==> config.mk <==
export PLATFORM = sky130hd
export DESIGN_NAME = gamepad_key_mapper_autorepeat_core
export DESIGN_NICKNAME = d
export VERILOG_FILES = /design/src/hw/rtl/gkma_pkg.sv /design/src/hw/rtl/gkma_datapath.sv /design/src/hw/rtl/gkma_ctrl.sv /design/src/hw/rtl/gamepad_key_mapper_autorepeat_core.sv
export SDC_FILE = /design/constraint.sdc
export NUM_CORES = 1
export LEC_CHECK = 0
export ABC_AREA = 0
export CORE_UTILIZATION = 25
export CTS_BUF_LIST = sky130_fd_sc_hd__clkbuf_4
export CTS_CLUSTER_DIAMETER = 150
export DETAILED_ROUTE_END_ITERATION = 10
export DONT_BUFFER_PORTS = 1
export GPL_ROUTABILITY_DRIVEN = 0
export PLACE_DENSITY_LB_ADDON = 0.25
export SYNTH_ARGS = -nofsm -noshare
export SYNTH_HDL_FRONTEND = slang
export SYNTH_SLANG_ARGS = --single-unit
==> constraint.sdc <==
create_clock -name clk -period 6.6 [get_ports clk]
set_input_delay 1.98 -clock clk [delete_from_list [all_inputs] [get_ports clk]]
set_output_delay 1.98 -clock clk [all_outputs]
set_load 0.01 [all_outputs]
==> src/hw/rtl/gkma_pkg.sv <==
// Shared types and constants for the gamepad key mapper with autorepeat.
// Used by gkma_ctrl, gkma_datapath and the top level; no dependencies.
package gkma_pkg;

  localparam int unsigned TimeW = 16;
  localparam int unsigned CountW = 18;

  // direction codes as they appear on the result
  typedef enum logic [2:0] {
    DIR_NONE  = 3'd0,
    DIR_LEFT  = 3'd1,
    DIR_RIGHT = 3'd2,
    DIR_UP    = 3'd3,
    DIR_DOWN  = 3'd4
  } dir_t;

  // configuration register indexes
  typedef logic [1:0] cfg_idx_t;
  localparam cfg_idx_t CFG_INITIAL_DELAY  = 2'd0;
  localparam cfg_idx_t CFG_REPEAT_INTERVAL = 2'd1;
  localparam cfg_idx_t CFG_DEAD_ZONE      = 2'd2;

  localparam logic [15:0] INITIAL_DELAY_RST   = 16'd280;
  localparam logic [15:0] REPEAT_INTERVAL_RST = 16'd100;
  localparam logic [15:0] DEAD_ZONE_RST       = 16'd7849;

  // button bit positions
  localparam int unsigned BTN_UP    = 0;
  localparam int unsigned BTN_DOWN  = 1;
  localparam int unsigned BTN_LEFT  = 2;
  localparam int unsigned BTN_RIGHT = 3;
  localparam int unsigned BTN_START = 4;
  localparam int unsigned BTN_BACK  = 5;
  localparam int unsigned BTN_A     = 12;
  localparam int unsigned BTN_B     = 13;
  localparam int unsigned BTN_X     = 14;
  localparam int unsigned BTN_Y     = 15;

  // remainder unit runs one bit per cycle over the 16-bit dividend
  localparam int unsigned DivSteps = 16;
  localparam int unsigned DivCntW = $clog2(DivSteps);

  typedef struct packed {
    logic load_in;     // capture input item
    logic eval;        // decode and update state
    logic div_step;    // one remainder iteration
    logic div_commit;  // write caught-up countdown
    logic load_out;    // move result to output register
  } dp_cmd_t;

  typedef struct packed {
    logic need_div;    // held direction expired, catch-up required
    logic div_last;    // final remainder iteration this cycle
  } dp_sts_t;

endpackage

==> src/hw/rtl/gkma_datapath.sv <==
// Datapath: config registers, input capture, direction decode, repeat countdown,
// serial remainder unit and output register. Depends on gkma_pkg.
module gkma_datapath (
  input  logic                clk,
  input  logic                rst,
  input  gkma_pkg::dp_cmd_t   cmd,
  output gkma_pkg::dp_sts_t   sts,
  input  logic                cfg_we,
  input  gkma_pkg::cfg_idx_t  cfg_index,
  input  logic [15:0]         cfg_data,
  input  logic                connected,
  input  logic [15:0]         buttons,
  input  logic signed [15:0]  stick_x,
  input  logic signed [15:0]  stick_y,
  input  logic [15:0]         elapsed_ms,
  output logic                pad_present,
  output logic                select_event,
  output logic                cancel_event,
  output logic                confirm_event,
  output logic [2:0]          direction_event
);
  import gkma_pkg::*;

  logic [15:0] initial_delay;
  logic [15:0] repeat_interval;
  logic [15:0] dead_zone;

  logic        in_conn;
  logic [15:0] in_btn;
  logic [15:0] in_x;
  logic [15:0] in_y;
  logic [15:0] in_el;

  logic [15:0]              prev_buttons;
  dir_t                     held_dir;
  logic signed [CountW-1:0] countdown;

  logic       res_pad, res_sel, res_can, res_conf;
  dir_t       res_dir;

  logic [15:0]        div_rem;
  logic [15:0]        div_dvd;
  logic [DivCntW-1:0] div_cnt;

  logic [16:0]              ax, ay, dz;
  dir_t                     stick_dir, new_dir;
  logic [15:0]              pressed;
  logic signed [CountW-1:0] cd_sub;
  logic [CountW-1:0]        cd_neg;
  logic                     expire;
  logic [15:0]              step;
  logic [16:0]              cand;
  logic                     cand_ge;
  logic [15:0]              rem_next;

  always_comb begin
    ax = in_x[15] ? 17'(~{1'b1, in_x} + 17'd1) : {1'b0, in_x};
    ay = in_y[15] ? 17'(~{1'b1, in_y} + 17'd1) : {1'b0, in_y};
    dz = {1'b0, dead_zone};

    if (ax < dz && ay < dz) begin
      stick_dir = DIR_NONE;
    end else if (ax >= ay) begin
      stick_dir = in_x[15] ? DIR_LEFT : DIR_RIGHT;
    end else begin
      stick_dir = in_y[15] ? DIR_DOWN : DIR_UP;
    end

    // opposite D-pad presses cancel; horizontal axis first
    priority if (in_btn[BTN_LEFT] != in_btn[BTN_RIGHT]) begin
      new_dir = in_btn[BTN_LEFT] ? DIR_LEFT : DIR_RIGHT;
    end else if (in_btn[BTN_UP] != in_btn[BTN_DOWN]) begin
      new_dir = in_btn[BTN_UP] ? DIR_UP : DIR_DOWN;
    end else begin
      new_dir = stick_dir;
    end

    pressed = in_btn & ~prev_buttons;

    cd_sub = countdown - $signed({2'b00, in_el});
    expire = cd_sub[CountW-1] || (cd_sub == '0);
    cd_neg = CountW'(-cd_sub);

    step = (repeat_interval == 16'd0) ? 16'd1 : repeat_interval;

    // restoring remainder step
    cand     = {div_rem, div_dvd[15]};
    cand_ge  = cand >= {1'b0, step};
    rem_next = cand_ge ? 16'(cand - {1'b0, step}) : cand[15:0];
  end

  assign sts.need_div = in_conn && (new_dir != DIR_NONE) && (new_dir == held_dir) && expire;
  assign sts.div_last = (div_cnt == '0);

  always_ff @(posedge clk) begin
    if (rst) begin
      initial_delay   <= INITIAL_DELAY_RST;
      repeat_interval <= REPEAT_INTERVAL_RST;
      dead_zone       <= DEAD_ZONE_RST;
      prev_buttons    <= '0;
      held_dir        <= DIR_NONE;
      countdown       <= '0;
    end else begin
      if (cfg_we) begin
        unique case (cfg_index)
          CFG_INITIAL_DELAY:   initial_delay   <= cfg_data;
          CFG_REPEAT_INTERVAL: repeat_interval <= cfg_data;
          CFG_DEAD_ZONE:       dead_zone       <= cfg_data;
          default: ;
        endcase
      end
      if (cmd.eval) begin
        if (!in_conn) begin
          prev_buttons <= '0;
          held_dir     <= DIR_NONE;
          countdown    <= '0;
        end else begin
          prev_buttons <= in_btn;
          if (new_dir == DIR_NONE) begin
            held_dir  <= DIR_NONE;
            countdown <= '0;
          end else if (new_dir != held_dir) begin
            held_dir  <= new_dir;
            countdown <= $signed({2'b00, initial_delay});
          end else if (!expire) begin
            countdown <= cd_sub;
          end
        end
      end
      // caught-up count is the first positive value: step minus remainder
      if (cmd.div_commit) begin
        countdown <= $signed({2'b00, 16'(step - div_rem)});
      end
    end
  end

  always_ff @(posedge clk) begin
    if (cmd.load_in) begin
      in_conn <= connected;
      in_btn  <= buttons;
      in_x    <= stick_x;
      in_y    <= stick_y;
      in_el   <= elapsed_ms;
    end
    if (cmd.eval) begin
      res_pad  <= in_conn;
      res_sel  <= in_conn && (pressed[BTN_A] || pressed[BTN_X]);
      res_can  <= in_conn && (pressed[BTN_BACK] || pressed[BTN_B]);
      res_conf <= in_conn && (pressed[BTN_START] || pressed[BTN_Y]);
      if (!in_conn) begin
        res_dir <= DIR_NONE;
      end else if (new_dir != held_dir || sts.need_div) begin
        res_dir <= new_dir;
      end else begin
        res_dir <= DIR_NONE;
      end
      div_rem <= '0;
      div_dvd <= cd_neg[15:0];
      div_cnt <= DivCntW'(DivSteps - 1);
    end else if (cmd.div_step) begin
      div_rem <= rem_next;
      div_dvd <= {div_dvd[14:0], 1'b0};
      div_cnt <= div_cnt - DivCntW'(1);
    end
    if (cmd.load_out) begin
      pad_present     <= res_pad;
      select_event    <= res_sel;
      cancel_event    <= res_can;
      confirm_event   <= res_conf;
      direction_event <= res_dir;
    end
  end

endmodule

==> src/hw/rtl/gkma_ctrl.sv <==
// Controller: sequences capture, decode, remainder iterations and output load.
// Owns both handshakes. Depends on gkma_pkg.
module gkma_ctrl (
  input  logic              clk,
  input  logic              rst,
  input  logic              in_valid,
  output logic              in_stall,
  output logic              out_valid,
  input  logic              out_stall,
  output gkma_pkg::dp_cmd_t cmd,
  input  gkma_pkg::dp_sts_t sts
);
  import gkma_pkg::*;

  typedef enum logic [2:0] {
    S_IDLE,
    S_EVAL,
    S_DIV,
    S_FIX,
    S_DONE
  } state_t;

  state_t state;
  logic   out_free;

  assign out_free = !out_valid || !out_stall;
  assign in_stall = (state != S_IDLE);

  always_comb begin
    cmd            = '0;
    cmd.load_in    = (state == S_IDLE) && in_valid;
    cmd.eval       = (state == S_EVAL);
    cmd.div_step   = (state == S_DIV);
    cmd.div_commit = (state == S_FIX);
    cmd.load_out   = (state == S_DONE) && out_free;
  end

  always_ff @(posedge clk) begin
    if (rst) begin
      state     <= S_IDLE;
      out_valid <= 1'b0;
    end else begin
      // a new result replaces the one leaving this cycle
      if ((state == S_DONE) && out_free) begin
        out_valid <= 1'b1;
      end else if (!out_stall) begin
        out_valid <= 1'b0;
      end
      unique case (state)
        S_IDLE: begin
          if (in_valid) state <= S_EVAL;
        end
        S_EVAL: begin
          state <= sts.need_div ? S_DIV : S_DONE;
        end
        S_DIV: begin
          if (sts.div_last) state <= S_FIX;
        end
        S_FIX: begin
          state <= S_DONE;
        end
        S_DONE: begin
          if (out_free) state <= S_IDLE;
        end
        default: state <= S_IDLE;
      endcase
    end
  end

endmodule

==> src/hw/rtl/gamepad_key_mapper_autorepeat_core.sv <==
// Gamepad key mapper with dead zone and typematic autorepeat, top level.
// Instantiates gkma_ctrl and gkma_datapath; depends on gkma_pkg.
//
// Usage: one gamepad poll enters per item on the input channel (in_valid /
// in_stall) and exactly one result leaves on the output channel (out_valid /
// out_stall). An item is taken when valid is high and stall is low.
// Config registers (0 initial delay, 1 repeat interval, 2 dead zone) are
// written through cfg_valid / cfg_ready / cfg_index / cfg_data; the user must
// write them only while idle; the block does not enforce it. cfg_ready is
// always high, writes to unused indexes are dropped. An item goes from accept
// to the output register load; when a held direction expires, the catch-up
// count is formed by a one-bit-per-cycle remainder unit (16 iterations plus
// one write-back state). The result is valid the cycle after that load; the
// next item is accepted as soon as the controller is back to idle, even
// while the previous result still waits in the output register.
// A stalled result holds its payload; the controller then waits in its
// final state with in_stall high until the output register frees up.
// Reset (rst, synchronous) restores the register defaults, clears the held
// direction, countdown and previous buttons, and empties the output.
module gamepad_key_mapper_autorepeat_core (
  input  logic                clk,
  input  logic                rst,
  input  logic                in_valid,
  output logic                in_stall,
  input  logic                connected,
  input  logic [15:0]         buttons,
  input  logic signed [15:0]  stick_x,
  input  logic signed [15:0]  stick_y,
  input  logic [15:0]         elapsed_ms,
  output logic                out_valid,
  input  logic                out_stall,
  output logic                pad_present,
  output logic                select_event,
  output logic                cancel_event,
  output logic                confirm_event,
  output logic [2:0]          direction_event,
  input  logic                cfg_valid,
  output logic                cfg_ready,
  input  gkma_pkg::cfg_idx_t  cfg_index,
  input  logic [15:0]         cfg_data
);
  import gkma_pkg::*;

  dp_cmd_t cmd;
  dp_sts_t sts;

  assign cfg_ready = 1'b1;

  gkma_ctrl u_ctrl (
    .clk       (clk),
    .rst       (rst),
    .in_valid  (in_valid),
    .in_stall  (in_stall),
    .out_valid (out_valid),
    .out_stall (out_stall),
    .cmd       (cmd),
    .sts       (sts)
  );

  gkma_datapath u_dp (
    .clk             (clk),
    .rst             (rst),
    .cmd             (cmd),
    .sts             (sts),
    .cfg_we          (cfg_valid && cfg_ready),
    .cfg_index       (cfg_index),
    .cfg_data        (cfg_data),
    .connected       (connected),
    .buttons         (buttons),
    .stick_x         (stick_x),
    .stick_y         (stick_y),
    .elapsed_ms      (elapsed_ms),
    .pad_present     (pad_present),
    .select_event    (select_event),
    .cancel_event    (cancel_event),
    .confirm_event   (confirm_event),
    .direction_event (direction_event)
  );

  // an accepted item closes the input side in the cycle after it
  a_busy_after_accept: assert property (@(posedge clk) disable iff (rst)
    (in_valid && !in_stall) |=> in_stall)
    else $error("input accepted while previous item still in work");

  // a result only becomes valid through an output register load
  a_out_after_eval: assert property (@(posedge clk) disable iff (rst)
    $rose(out_valid) |-> $past(cmd.load_out))
    else $error("result shown without output load");

  a_dir_code: assert property (@(posedge clk) disable iff (rst)
    out_valid |-> (direction_event <= 3'(DIR_DOWN)))
    else $error("direction code out of range");

  // a disconnected poll reports no events
  a_no_pad_quiet: assert property (@(posedge clk) disable iff (rst)
    (out_valid && !pad_present) |->
      (!select_event && !cancel_event && !confirm_event &&
       direction_event == 3'(DIR_NONE)))
    else $error("event reported without a pad");

endmodule
After elaboration in Yosys (flattened, before gate mapping) --
Index checks and enable logic that the tools add are counted.
Cells by class: $lt $le $gt $ge 4, add/subtract/negate cells 7, bitwise logic cells 4, multipliers 0, div/mod/pow operators 0, shift-type cells 0, eq/ne operators 17, reductions and logical operators 36, multiplexer cells 31
Operators by type and width (count):
- 16-bit 2-to-1 mux | 7
- 18-bit 2-to-1 mux | 4
- 3-bit 2-to-1 mux | 13
- 17-bit by 1-bit adder with 17-bit output (second input constant) | 2
- 17-bit by 16-bit less-than comparator with 1-bit output | 2
- 17-bit 2-to-1 mux | 2
- 17-bit NOT | 2
- 16-bit subtractor | 2
- 18-bit zero test | 1
- 18-bit by 17-bit subtractor with 18-bit output | 1
- 17-bit by 16-bit >= comparator with 1-bit output | 1
- 17-bit >= comparator | 1
- 16-bit bitwise AND | 1
- 16-bit zero test | 1
- 16-bit negation | 1
- 16-bit NOT | 1
- 3-bit case mux with 5 select lines | 1
- 2-bit AND reduction | 7
- 1-bit logical AND | 9
- 3-bit by 2-bit equality test with 1-bit output (second input constant) | 2
- 3-bit zero test | 2
- 1-bit logical OR | 6
- 2-bit by 1-bit != test with 1-bit output (second input constant) | 3
- 3-bit nonzero test | 2
- 20 further kinds | 25
Word-level totals: register bits after elaboration 204, bits of input ports 88, bits in writable memories 0, bits in read-only memories 0, output and inout port bits 10, memories 0, logic and storage cells 126, latch bits 0

Depth between registers and ports, before layout --
Gate-level depths: netlist of the first run.
word-level depth 14, gate-level depth with buffers 21, depth with buffers taken out 19

Cells and area by module --
From an unflattened synthesis of the first run, not the netlist that was laid out.
Second synthesis, totals: cell total of the unflattened synthesis 1250, area, all modules 11581.1 µm²
By module, submodules not included:
- gkma_datapath | area an instance 11365.9 µm², times used 1, cells an instance 1224
- gkma_ctrl | area an instance 203.9 µm², times used 1, cells an instance 24
- gamepad_key_mapper_autorepeat_core | area an instance 11.3 µm², times used 1, cells an instance 2

Worst setup path after synthesis of the first run --
Ideal clock, no wire load.
kind input port to flip-flop, start input port in_valid, end register u_dp.in_btn[0] (enable), data arrival time 4470 ps, stages 2, path slack 1653 ps, path buffers 0, path through inv_1 -> nor2_1
RTL lines:
- start: declaration | RTL line gamepad_key_mapper_autorepeat_core.sv:23 | input logic in_valid,
- end signal: assignment | RTL line gkma_datapath.sv:140 | in_btn <= buttons;
- end: declaration | RTL line gkma_datapath.sv:29 | logic [15:0] in_btn;

Worst setup path after layout of the first run --
start register u_dp.in_y[0], end register u_dp.countdown[4]
On the way: longest elaborated chain between the ends 14
RTL lines:
- start: declaration | RTL line gkma_datapath.sv:31 | logic [15:0] in_y;
- start signal: assignment | RTL line gkma_datapath.sv:142 | in_y <= stick_y;
- 17-bit NOT | RTL line gkma_datapath.sv:58 | ay = in_y[15] ? 17'(~{1'b1, in_y} + 17'd1) : {1'b0, in_y};
- 17-bit by 1-bit adder with 17-bit output | RTL line gkma_datapath.sv:58
- 17-bit 2-to-1 mux * | RTL line gkma_datapath.sv:58
- 17-bit >= comparator / 17-bit by 16-bit less-than comparator with 1-bit output (equally long branches) | RTL line gkma_datapath.sv:63, gkma_datapath.sv:61
- 3-bit 2-to-1 mux / 1-bit logical AND (equally long branches) | RTL line gkma_datapath.sv:63, gkma_datapath.sv:61
- 3-bit 2-to-1 mux * | RTL line gkma_datapath.sv:61 | if (ax < dz && ay < dz) begin
- 3-bit 2-to-1 mux * | RTL line gkma_datapath.sv:72 | end else if (in_btn[BTN_UP] != in_btn[BTN_DOWN]) begin
- 3-bit 2-to-1 mux * | RTL line gkma_datapath.sv:70 | priority if (in_btn[BTN_LEFT] != in_btn[BTN_RIGHT]) begin
- 3-bit != test | RTL line gkma_datapath.sv:122 | end else if (new_dir != held_dir) begin
- 18-bit 2-to-1 mux | RTL line gkma_datapath.sv:122
- 18-bit 2-to-1 mux | RTL line gkma_datapath.sv:119 | if (new_dir == DIR_NONE) begin
- 18-bit 2-to-1 mux | RTL line gkma_datapath.sv:113 | if (!in_conn) begin
- 16-bit 2-to-1 mux | RTL line gkma_datapath.sv:112 | if (cmd.eval) begin
- 16-bit 2-to-1 mux | RTL line gkma_datapath.sv:131 | if (cmd.div_commit) begin
- end signal: assignment | RTL line gkma_datapath.sv:124 | countdown <= $signed({2'b00, initial_delay});
- end signal: assignment | RTL line gkma_datapath.sv:126 | countdown <= cd_sub;
- end signal: assignment | RTL line gkma_datapath.sv:132 | countdown <= $signed({2'b00, 16'(step - div_rem)});
- end: declaration | RTL line gkma_datapath.sv:36 | logic signed [CountW-1:0] countdown;
Mark *: on every way between the ends. The rest lies on a longest branch, timed or not. The select of a mux whose other input is x is not followed. A chain may end at the register's enable or synchronous reset.

==> flow_summary.yaml, run 1 <==
route:
  avgRoutedWirePerCell_um: 16.55
  dr.first_iter.drc_count: 497
  dr_total_vias: 8868
  viasPerCell: 4.732
  ant_nets: 0
  drc_errors: 0
  routed_wl_um: 31010
  drt_first_pass_iters: 5
final_layout:
  drive_above_1_share: 0.07188
  finalCoreUtilization: 0.2719
  area_growth_pct: 7.370
  instances_no_fill: 1874
  nets: 1442
floorplan:
  design.core.area_mm2: 0.04646
  die_x_um: 218.9
  ios: 98
  die_area_mm2: 0.04793
  placementRows: 79
  chipHeight_um: 218.9
  start_util: 0.2532
global_routing:
  grt_pass1_wl_um: 47950
  grt_max_degree: 80
  grt-busiest-layer: "met2"
  grt_usage: 0.1307
  grt_use_met3: 0.02647
  antenna_found_initial: 1
  grt_use_met2: 0.2232
  overflow: 0
  use_met1: 0.1682
  grt_pass1_vias: 8471
power:
  powerDensity_mw_per_mm2: 211.5
  ir_worst_vdd_uv: 139.2
  p_leak_uw: 0.004773
cts:
  clockBufferDepth: 2
  h-tree-depth: 4
  clk_latency_ns: 0.64
  path_clk_slew_ns: 0.17
  clock_sinks: 188
  cts_tree: "yes"
  cts-root-buf: "clkbuf_4"
  cts_buffers: 17
  hold_buffers: 0
yosys:
  synthTopCellsByArea: "edfxtp_1, dfxtp_1, ha_1"
  synth_area_mm2: 0.01177
  synth_cells: 1284
  synth_area_leader_cell: "edfxtp_1"
  ys_seq_elements: 188
  ys_types: 84
  synth.top_cell.area_share: 0.2272
  synth_edf_count: 89
  synth-async-reset-ratio: 0
  syn_avg_cell_area_um2: 9.163
  yosys_warnings: 0
  yosys.cell_count.top_type: "nand2_1"
  ys.flop_type: "dfxtp_1"
  yosysSeqAreaShare: 0.3956
  synth_common_cells: "nand2_1, inv_1, dfxtp_1"
worst_hold_path:
  hp-start: "u_dp.res_sel$_DFFE_PP_"
  holdPathStages: 0
  min_delay_worst_endpoint: "u_dp.select_event$_DFFE_PP_"
  holdCritPathClass: "flip-flop to flip-flop"
setup_path:
  reg2reg_slack_ns: 0.66
  path_class: "flip-flop to flip-flop"
  cp.required_ns: 7.12
  crit_arrival_ns: 6.46
  endpoint_kind: "flip-flop"
  cp_max_fo: 18
  timing.rr.start: "u_dp.in_y[0]$_DFFE_PP_"
  r2r_cells: 17
  r2r_end: "u_dp.countdown[4]$_SDFFE_PP0P_"
  start_kind: "flip-flop"
run_status:
  status: "finished clean"
placement:
  post-dp-hpwl_um: 24060
  io_buffers: 0
  dp_cells: 1841
sta:
  rsz0062_at_grt: "false"
  period_share: 0.9001
  max_slew_margin: 0.2978
  setup_viol: 0
  layout_min_cycle_time_ns: 5.940
  setup_tns_ns: 0
  finalClockSkew_ns: 0.03023
  drv_slew: 0
  worst_slew_pin_slew_ns: 1.047
  hold_viol_final: 0
  max_freq_ghz: 0.1683
flow_run:
  max_cap_violations: 0
-- worst max-delay path by stage --
stage                                 from                             end  slack, ns  cells past startpoint
floorplan                         in_valid        u_dp.in_btn[0]$_DFFE_PP_       1.65                      2
global placement    u_dp.in_y[0]$_DFFE_PP_  u_dp.countdown[4]$_SDFFE_PP0P_       0.58                     17
detailed placement  u_dp.in_y[0]$_DFFE_PP_  u_dp.countdown[4]$_SDFFE_PP0P_       0.45                     17
CTS                 u_dp.in_y[0]$_DFFE_PP_  u_dp.countdown[4]$_SDFFE_PP0P_       0.36                     17
global route        u_dp.in_y[0]$_DFFE_PP_  u_dp.countdown[4]$_SDFFE_PP0P_       0.21                     17
finish              u_dp.in_y[0]$_DFFE_PP_  u_dp.countdown[4]$_SDFFE_PP0P_       0.66                     17
-- stage by stage --
step                total power (uW)  setup WS, ns  hold WS [ns]  area [um2]
CTS                             2720        0.3595        0.4437       12630
finish                          2672        0.6596        0.4380       12630
detailed placement              2023        0.4501        0.4061       12340
global route                    2838        0.2119        0.4574       12630
floorplan                       1871         1.653        0.4003       11770
global placement                2009        0.5782        0.4062       12340
-- cell usage in the layout, fill, tap and decap left out, types with 25 or more instances in the layout --
cell	Yosys	final
edfxtp_1	89	89
ha_1	98	98
xnor2_1	51	51
inv_1	111	111
mux2i_1	27	27
xor2_1	25	25
nand2_1	149	149
nor2_1	85	84
dfxtp_1	99	99
a21oi_1	93	93
o21ai_0	51	51
-- metal layers --
| layer | share of wire | up-vias |
|---|---|---|
| met5 | 0 | - |
| met1 | 0.47 | 4218 |
| met4 | 0.012 | 0 |
| met2 | 0.49 | 111 |
| met3 | 0.030 | 20 |
| li1 | - | 4519 |
-- area by class of cell --
type | count | area [um2]
Antenna cell | 1 | 2.502
Clock inverter | 15 | 163.9
Multi-Input combinational cell | 924 | 6429
Inverter | 112 | 420.4
Sequential cell | 188 | 4654
Timing Repair Buffer | 10 | 75.07
Tap cell | 607 | 759.5
Clock buffer | 17 | 127.6
Fill cell | 5011 | 33820
-- state kept, by name, summed over array words and instances (netlist names), 16 cells and up --
register and flops:
u_dp.in_x 16, u_dp.repeat_interval 16, u_dp.in_y 16, u_dp.dead_zone 16, u_dp.div_rem 16, u_dp.countdown 18, u_dp.in_el 16, u_dp.initial_delay 16
u_dp.div_dvd 16
-- report_power, final --
part	switching [uW]	total, uW	internal [uW]	leakage (uW)
combinational	385	643	258	0.00295
clock	460	682	221	0.000170
sequential	50.1	1350	1300	0.00165
total	895	2670	1780	0.00477
-- logic make-up after synthesis --
family	after synthesis	share of synthesized area
flops	188	0.3956
xor+xnor	77	0.05796
simple gates	392	0.1607
compound gates	315	0.1847
other cells	2	0.0006383
buf+inv	173	0.05945
fa+ha+maj	101	0.1093
mux	36	0.03159
-- repair_timing --
item                       4_1_cts  5_1_grt
setup endpoints to repair        0        6
setup buffers                    0        0
gates resized for setup          0        1
-- critical path: stages, from the launching register on --
cell       delay (ns)
edfxtp_1         0.48
or3_1            0.42
or3_1            0.39
nor3_1           0.40
nand2_1          0.09
or4_1            0.46
ha_1             0.36
nand4_1          0.13
or4_1            0.60
o211ai_2         0.25
o31ai_1          0.19
a2111oi_1        0.50
nand4bb_1        0.20
a21o_2           0.43
buf_4            0.23
mux2_2           0.33
a22oi_1          0.25
a211oi_2         0.11
Power figures use the tool's default switching activity.
==> run 2: changes to the inputs <==
--- a/config.mk
+++ b/config.mk
@@ -6,13 +6,14 @@
 export NUM_CORES = 1
 export LEC_CHECK = 0
 export ABC_AREA = 0
-export CORE_UTILIZATION = 25
+export CORE_UTILIZATION = 60
 export CTS_BUF_LIST = sky130_fd_sc_hd__clkbuf_4
 export CTS_CLUSTER_DIAMETER = 150
 export DETAILED_ROUTE_END_ITERATION = 10
 export DONT_BUFFER_PORTS = 1
 export GPL_ROUTABILITY_DRIVEN = 0
 export PLACE_DENSITY_LB_ADDON = 0.25
+export RECOVER_POWER = 100
 export SYNTH_ARGS = -nofsm -noshare
 export SYNTH_HDL_FRONTEND = slang
 export SYNTH_SLANG_ARGS = --single-unit
==> run 2 against run 1 <==
Net effect: the run now ends with capacitance limit, slew limit left; power decreased by 1.0%; non-clock buffer count decreased by 3; flip-flop and latch count is the same; fmax decreased by 0.24%; clock-buffer cell count is 3 higher; final cell count down 19%; register-to-register slack is essentially flat; highest routed layer unchanged; routed wire length decreased by 18%.
==> flow_summary.yaml, run 2 (synthesis gave the netlist of run 1 again) <==
floorplan:
  start_util: 0.6207
  chipHeight_um: 142.0
  design.core.area_mm2: 0.01896
  die_x_um: 142.0
  die_area_mm2: 0.02017
  placementRows: 50
  ios: 98
route:
  drt_first_pass_iters: 5
  viasPerCell: 5.877
  ant_nets: 0
  routed_wl_um: 25510
  dr_total_vias: 8956
  avgRoutedWirePerCell_um: 16.74
  dr.first_iter.drc_count: 601
  drc_errors: 0
final_layout:
  top_register: "u_dp.countdown"
  layout_commonest_cell: "nand2_1"
  drive_above_1_share: 0.05780
  finalCoreUtilization: 0.6391
  largest_reg_flops: 18
  area_growth_pct: 2.967
  nets: 1439
  nFillCells: 1615
  multi_input_area_mm2: 0.006357
  register_area_mm2: 0.004654
  final_cell_mix: "nand2_1, inv_1, dfxtp_1"
sta:
  max_freq_ghz: 0.1679
  hold_viol_final: 0
  max_slew_margin: -1.077
  setup_tns_ns: 0
  rsz0062_at_grt: "false"
  layout_min_cycle_time_ns: 5.955
  finalClockSkew_ns: 0.03664
  setup_viol: 0
  period_share: 0.9022
  worst_slew_pin_slew_ns: 3.116
  drv_slew: 102
cts:
  post-cts-setup-buffer-count: 0
  cts_buffers: 17
  hold_buffers: 0
  clock_sinks: 188
  path_clk_slew_ns: 0.17
  clk_latency_ns: 0.58
  cts_tree: "yes"
  cts_resized: 0
  cts-root-buf: "clkbuf_4"
  h-tree-depth: 4
  clockBufferDepth: 2
global_routing:
  grt_pass1_wl_um: 40810
  overflow: 0
  grt_pass1_vias: 8374
  antenna_found_initial: 1
  grt_max_degree: 80
  grt_usage: 0.2591
placement:
  io_buffers: 0
  post-dp-hpwl_um: 19590
flow_run:
  max_cap_violations: 2
power:
  pwr-share-comb: 0.238
  switching_share: 0.3182
  seqPwrFrac: 0.509
  p_switching_uw: 841.3
  powerDensity_mw_per_mm2: 218.3
  p_clk_frac: 0.253
  ir_worst_vdd_uv: 192.6
  total_power_uw: 2644
  p_int_uw: 1803
  p_leak_uw: 0.004721
run_status:
  failed_checks: "capacitance limit, slew limit"
  status: "finished, violations left"
setup_path:
  cp_max_fo: 34
  path_class: "flip-flop to flip-flop"
  cp.required_ns: 7.12
  endpoint_kind: "flip-flop"
  start_kind: "flip-flop"
  crit_arrival_ns: 6.47
worst_hold_path:
  holdCritPathClass: "flip-flop to flip-flop"
[run 2: worst max-delay path, stage by stage, from the launching register on]
cell and delay [ns]:
edfxtp_1 0.47, or3_1 0.43, or3_1 0.39, nor3_1 0.45
nand2_1 0.08, or4_1 0.46, ha_1 0.36, nand4_1 0.15
or4_1 0.62, o211ai_2 0.24, o31ai_1 0.19, a2111oi_1 0.50
o311ai_0 0.19, a21o_2 0.40, o41a_1 0.48, buf_12 0.19
nor2_1 0.15, a22o_1 0.15
[run 2: final timing paths]
| kind | cells after the start | slack, ns | endpoint | startpoint |
|---|---|---|---|---|
| max | 17 | 0.65 | u_dp.countdown[16]$_SDFFE_PP0P_ | u_dp.in_y[0]$_DFFE_PP_ |
| min | 0 | 0.43 | u_dp.confirm_event$_DFFE_PP_ | u_dp.res_conf$_DFFE_PP_ |
| max reg2reg | 17 | 0.65 | u_dp.countdown[16]$_SDFFE_PP0P_ | u_dp.in_y[0]$_DFFE_PP_ |
| min reg2reg | 0 | 0.43 | u_dp.confirm_event$_DFFE_PP_ | u_dp.res_conf$_DFFE_PP_ |
[run 2: layer usage]
metal / up-vias / part of all wire / global-route usage
met5: - / 0 / 0
met4: 0 / 0.033 / 0.1053
met3: 57 / 0.037 / 0.04542
met2: 215 / 0.49 / 0.4518
met1: 4167 / 0.44 / 0.3164
li1: 4517 / - / -
[run 2: layout make-up]
| class | count | area share |
|---|---|---|
| tap | 260 | 0.02685 |
| timing repair buffer | 7 | 0.004441 |
| antenna | 1 | 0.0002066 |
| sequential | 188 | 0.3842 |
| clock buffer | 20 | 0.01239 |
| clock inverter | 12 | 0.01239 |
| multi-input combinational | 924 | 0.5248 |
| inverter | 112 | 0.03470 |
[run 2: stage by stage]
step / instances / hold WS [ns] / setup slack, ns / instance area [um2]
2_1_floorplan: 1285 / 0.4003 / 1.653 / 11770
3_3_place_gp: 1491 / 0.4017 / 0.6251 / 11890
3_5_place_dp: 1491 / 0.4045 / 0.5250 / 11890
4_1_cts: 1523 / 0.4431 / 0.4797 / 12190
5_1_grt: 1524 / 0.4493 / 0.2436 / 12110
6_report: 1524 / 0.4298 / 0.6454 / 12110
[run 2: power groups by stage]
stage,Sequential [uW],Combinational (uW),Clock [uW]
5_1_grt,1350,705,721
6_report,1350,629,669
3_3_place_gp,1370,613,0
3_5_place_dp,1370,631,0
2_1_floorplan,1350,519,0
4_1_cts,1340,634,678
==> run 3: changes to the inputs <==
--- a/config.mk
+++ b/config.mk
@@ -6,7 +6,7 @@
 export NUM_CORES = 1
 export LEC_CHECK = 0
 export ABC_AREA = 0
-export CORE_UTILIZATION = 60
+export CORE_UTILIZATION = 45
 export CTS_BUF_LIST = sky130_fd_sc_hd__clkbuf_4
 export CTS_CLUSTER_DIAMETER = 150
 export DETAILED_ROUTE_END_ITERATION = 10
==> run 3 against run 2 <==
Net effect: fmax fell by 4.3%; utilization decreased by 16 points; highest routed layer unchanged; combinational power shrank 0.8%; sequential share of layout area is 0.42 points lower; the flow still finishes with violations (capacitance limit, slew limit); clock-buffer cell count decreased by 3.
==> flow_summary.yaml, run 3 (synthesis gave the netlist of run 1 again) <==
placement:
  dp_cells: 1562
  io_buffers: 0
  post-dp-hpwl_um: 20640
  place_area_mm2: 0.01198
final_layout:
  layout_commonest_cell: "nand2_1"
  nets: 1440
  area_growth_pct: 4.115
  finalCoreUtilization: 0.4823
  instances_no_fill: 1595
  drive_above_1_share: 0.05854
  largest_reg_flops: 18
  final_cell_mix: "nand2_1, inv_1, dfxtp_1"
  top_register: "u_dp.countdown"
  nFillCells: 2446
  final_cell_area_mm2: 0.01225
cts:
  clockBufferDepth: 2
  cts_tree: "yes"
  cts_buffers: 17
  hold_buffers: 0
  clock_sinks: 188
  post-cts-setup-buffer-count: 0
  cts-root-buf: "clkbuf_4"
  clk_latency_ns: 0.62
  h-tree-depth: 4
  path_clk_slew_ns: 0.22
  cts_resized: 0
power:
  powerDensity_mw_per_mm2: 220.4
  ir_worst_vdd_uv: 117.0
  p_leak_uw: 0.004741
run_status:
  failed_checks: "capacitance limit, slew limit"
  status: "finished, violations left"
sta:
  finalClockSkew_ns: 0.03558
  hold_viol_final: 0
  setup_viol: 0
  layout_min_cycle_time_ns: 6.225
  worst_slew_pin_slew_ns: 3.182
  rsz0062_at_grt: "false"
  max_freq_ghz: 0.1606
  max_slew_margin: -1.121
  setup_tns_ns: 0
  period_share: 0.9432
  drv_slew: 128
floorplan:
  start_util: 0.4632
  chipHeight_um: 163.7
  die_area_mm2: 0.02679
  die_x_um: 163.7
  design.core.area_mm2: 0.02540
  placementRows: 58
  ios: 98
route:
  avgRoutedWirePerCell_um: 16.87
  dr.first_iter.drc_count: 537
  viasPerCell: 5.629
  dr_total_vias: 8979
  ant_nets: 0
  drt_first_pass_iters: 5
  routed_wl_um: 26910
  drc_errors: 0
setup_path:
  cp_slowest_cell: "or4_1"
  path_class: "flip-flop to flip-flop"
  endpoint_kind: "flip-flop"
  crit_chain: "or3_1 > or3_1 > nor3_1 > nand2_1 > or4_1 > ha_1 > nand4_1 > or4_1 > o211ai_2 > o31ai_1 > a2111oi_1 > nand4bb_1 > a21o_1 > buf_4 > mux2_2 > a22oi_1 > a211oi_2"
  cp.required_ns: 7.09
  max_stage_delay_ns: 0.63
  start_kind: "flip-flop"
  crit_arrival_ns: 6.71
  cp_max_fo: 16
global_routing:
  antenna_found_initial: 1
  overflow: 0
  grt_pass1_wl_um: 42900
  grt_usage: 0.2053
  grt_max_degree: 80
  grt_pass1_vias: 8346
worst_hold_path:
  holdCritPathClass: "flip-flop to flip-flop"
flow_run:
  max_cap_violations: 4
==> run 3: cell count changes in the layout (fill, tap and decap cells not counted), sizes merged <==
| cell | delta |
|---|---|
| clkinvlp | -2 |
| buf | -1 |
| clkinv | +4 |
| inv | +3 |
| clkbuf | -1 |
| bufinv | -2 |
==> run 3: through the flow <==
step,power [uW],setup WS (ns),hold slack (ns)
after global routing,2853,0.03950,0.4605
after detailed placement,2003,0.5090,0.4107
after floorplan,1871,1.653,0.4003
after global placement,1987,0.6350,0.4016
after CTS,2731,0.4105,0.4562
final,2700,0.3751,0.4510
==> run 3: area by class of cell <==
cell class	instances	area, um2	area share
antenna	1	2.502	0.0002043
clock buffer	17	127.6	0.01042
clock inverter	15	221.5	0.01808
inverter	112	420.4	0.03432
multi-input combinational	924	6366	0.5197
sequential	188	4654	0.3800
tap	330	412.9	0.03371
timing repair buffer	8	43.79	0.003575
==> run 3: report_power, final <==
part	internal, uW	switching [uW]
Clock	205	522
Combinational	253	371
Sequential	1300	48.4
==> run 3: worst max-delay path: cells and delay by family, from the launching register on <==
kind / cells / cell delay, ns
and+or+nand+nor: 8 / 2.78
AOI/OAI and AO/OA: 6 / 1.81
DFF: 1 / 0.49
adders and majority gates: 1 / 0.36
muxes: 1 / 0.34
buffers and inverters: 1 / 0.29
==> run 3: path summary, 6_finish.rpt <==
path,start,endpoint,slack [ns],depth (start not counted)
worst max-delay path,u_dp.in_y[0]$_DFFE_PP_,u_dp.countdown[7]$_SDFFE_PP0P_,0.38,17
worst min-delay path,u_dp.res_conf$_DFFE_PP_,u_dp.confirm_event$_DFFE_PP_,0.45,0
worst max register to register,u_dp.in_y[0]$_DFFE_PP_,u_dp.countdown[7]$_SDFFE_PP0P_,0.38,17
worst min register to register,u_dp.res_conf$_DFFE_PP_,u_dp.confirm_event$_DFFE_PP_,0.45,0
==> run 3: layer usage <==
metal,share of wire,up-vias,GRT usage
met5,0,-,0
met4,0.018,0,0.05513
met3,0.032,26,0.03611
met2,0.51,153,0.3679
met1,0.44,4294,0.2517
li1,-,4506,-
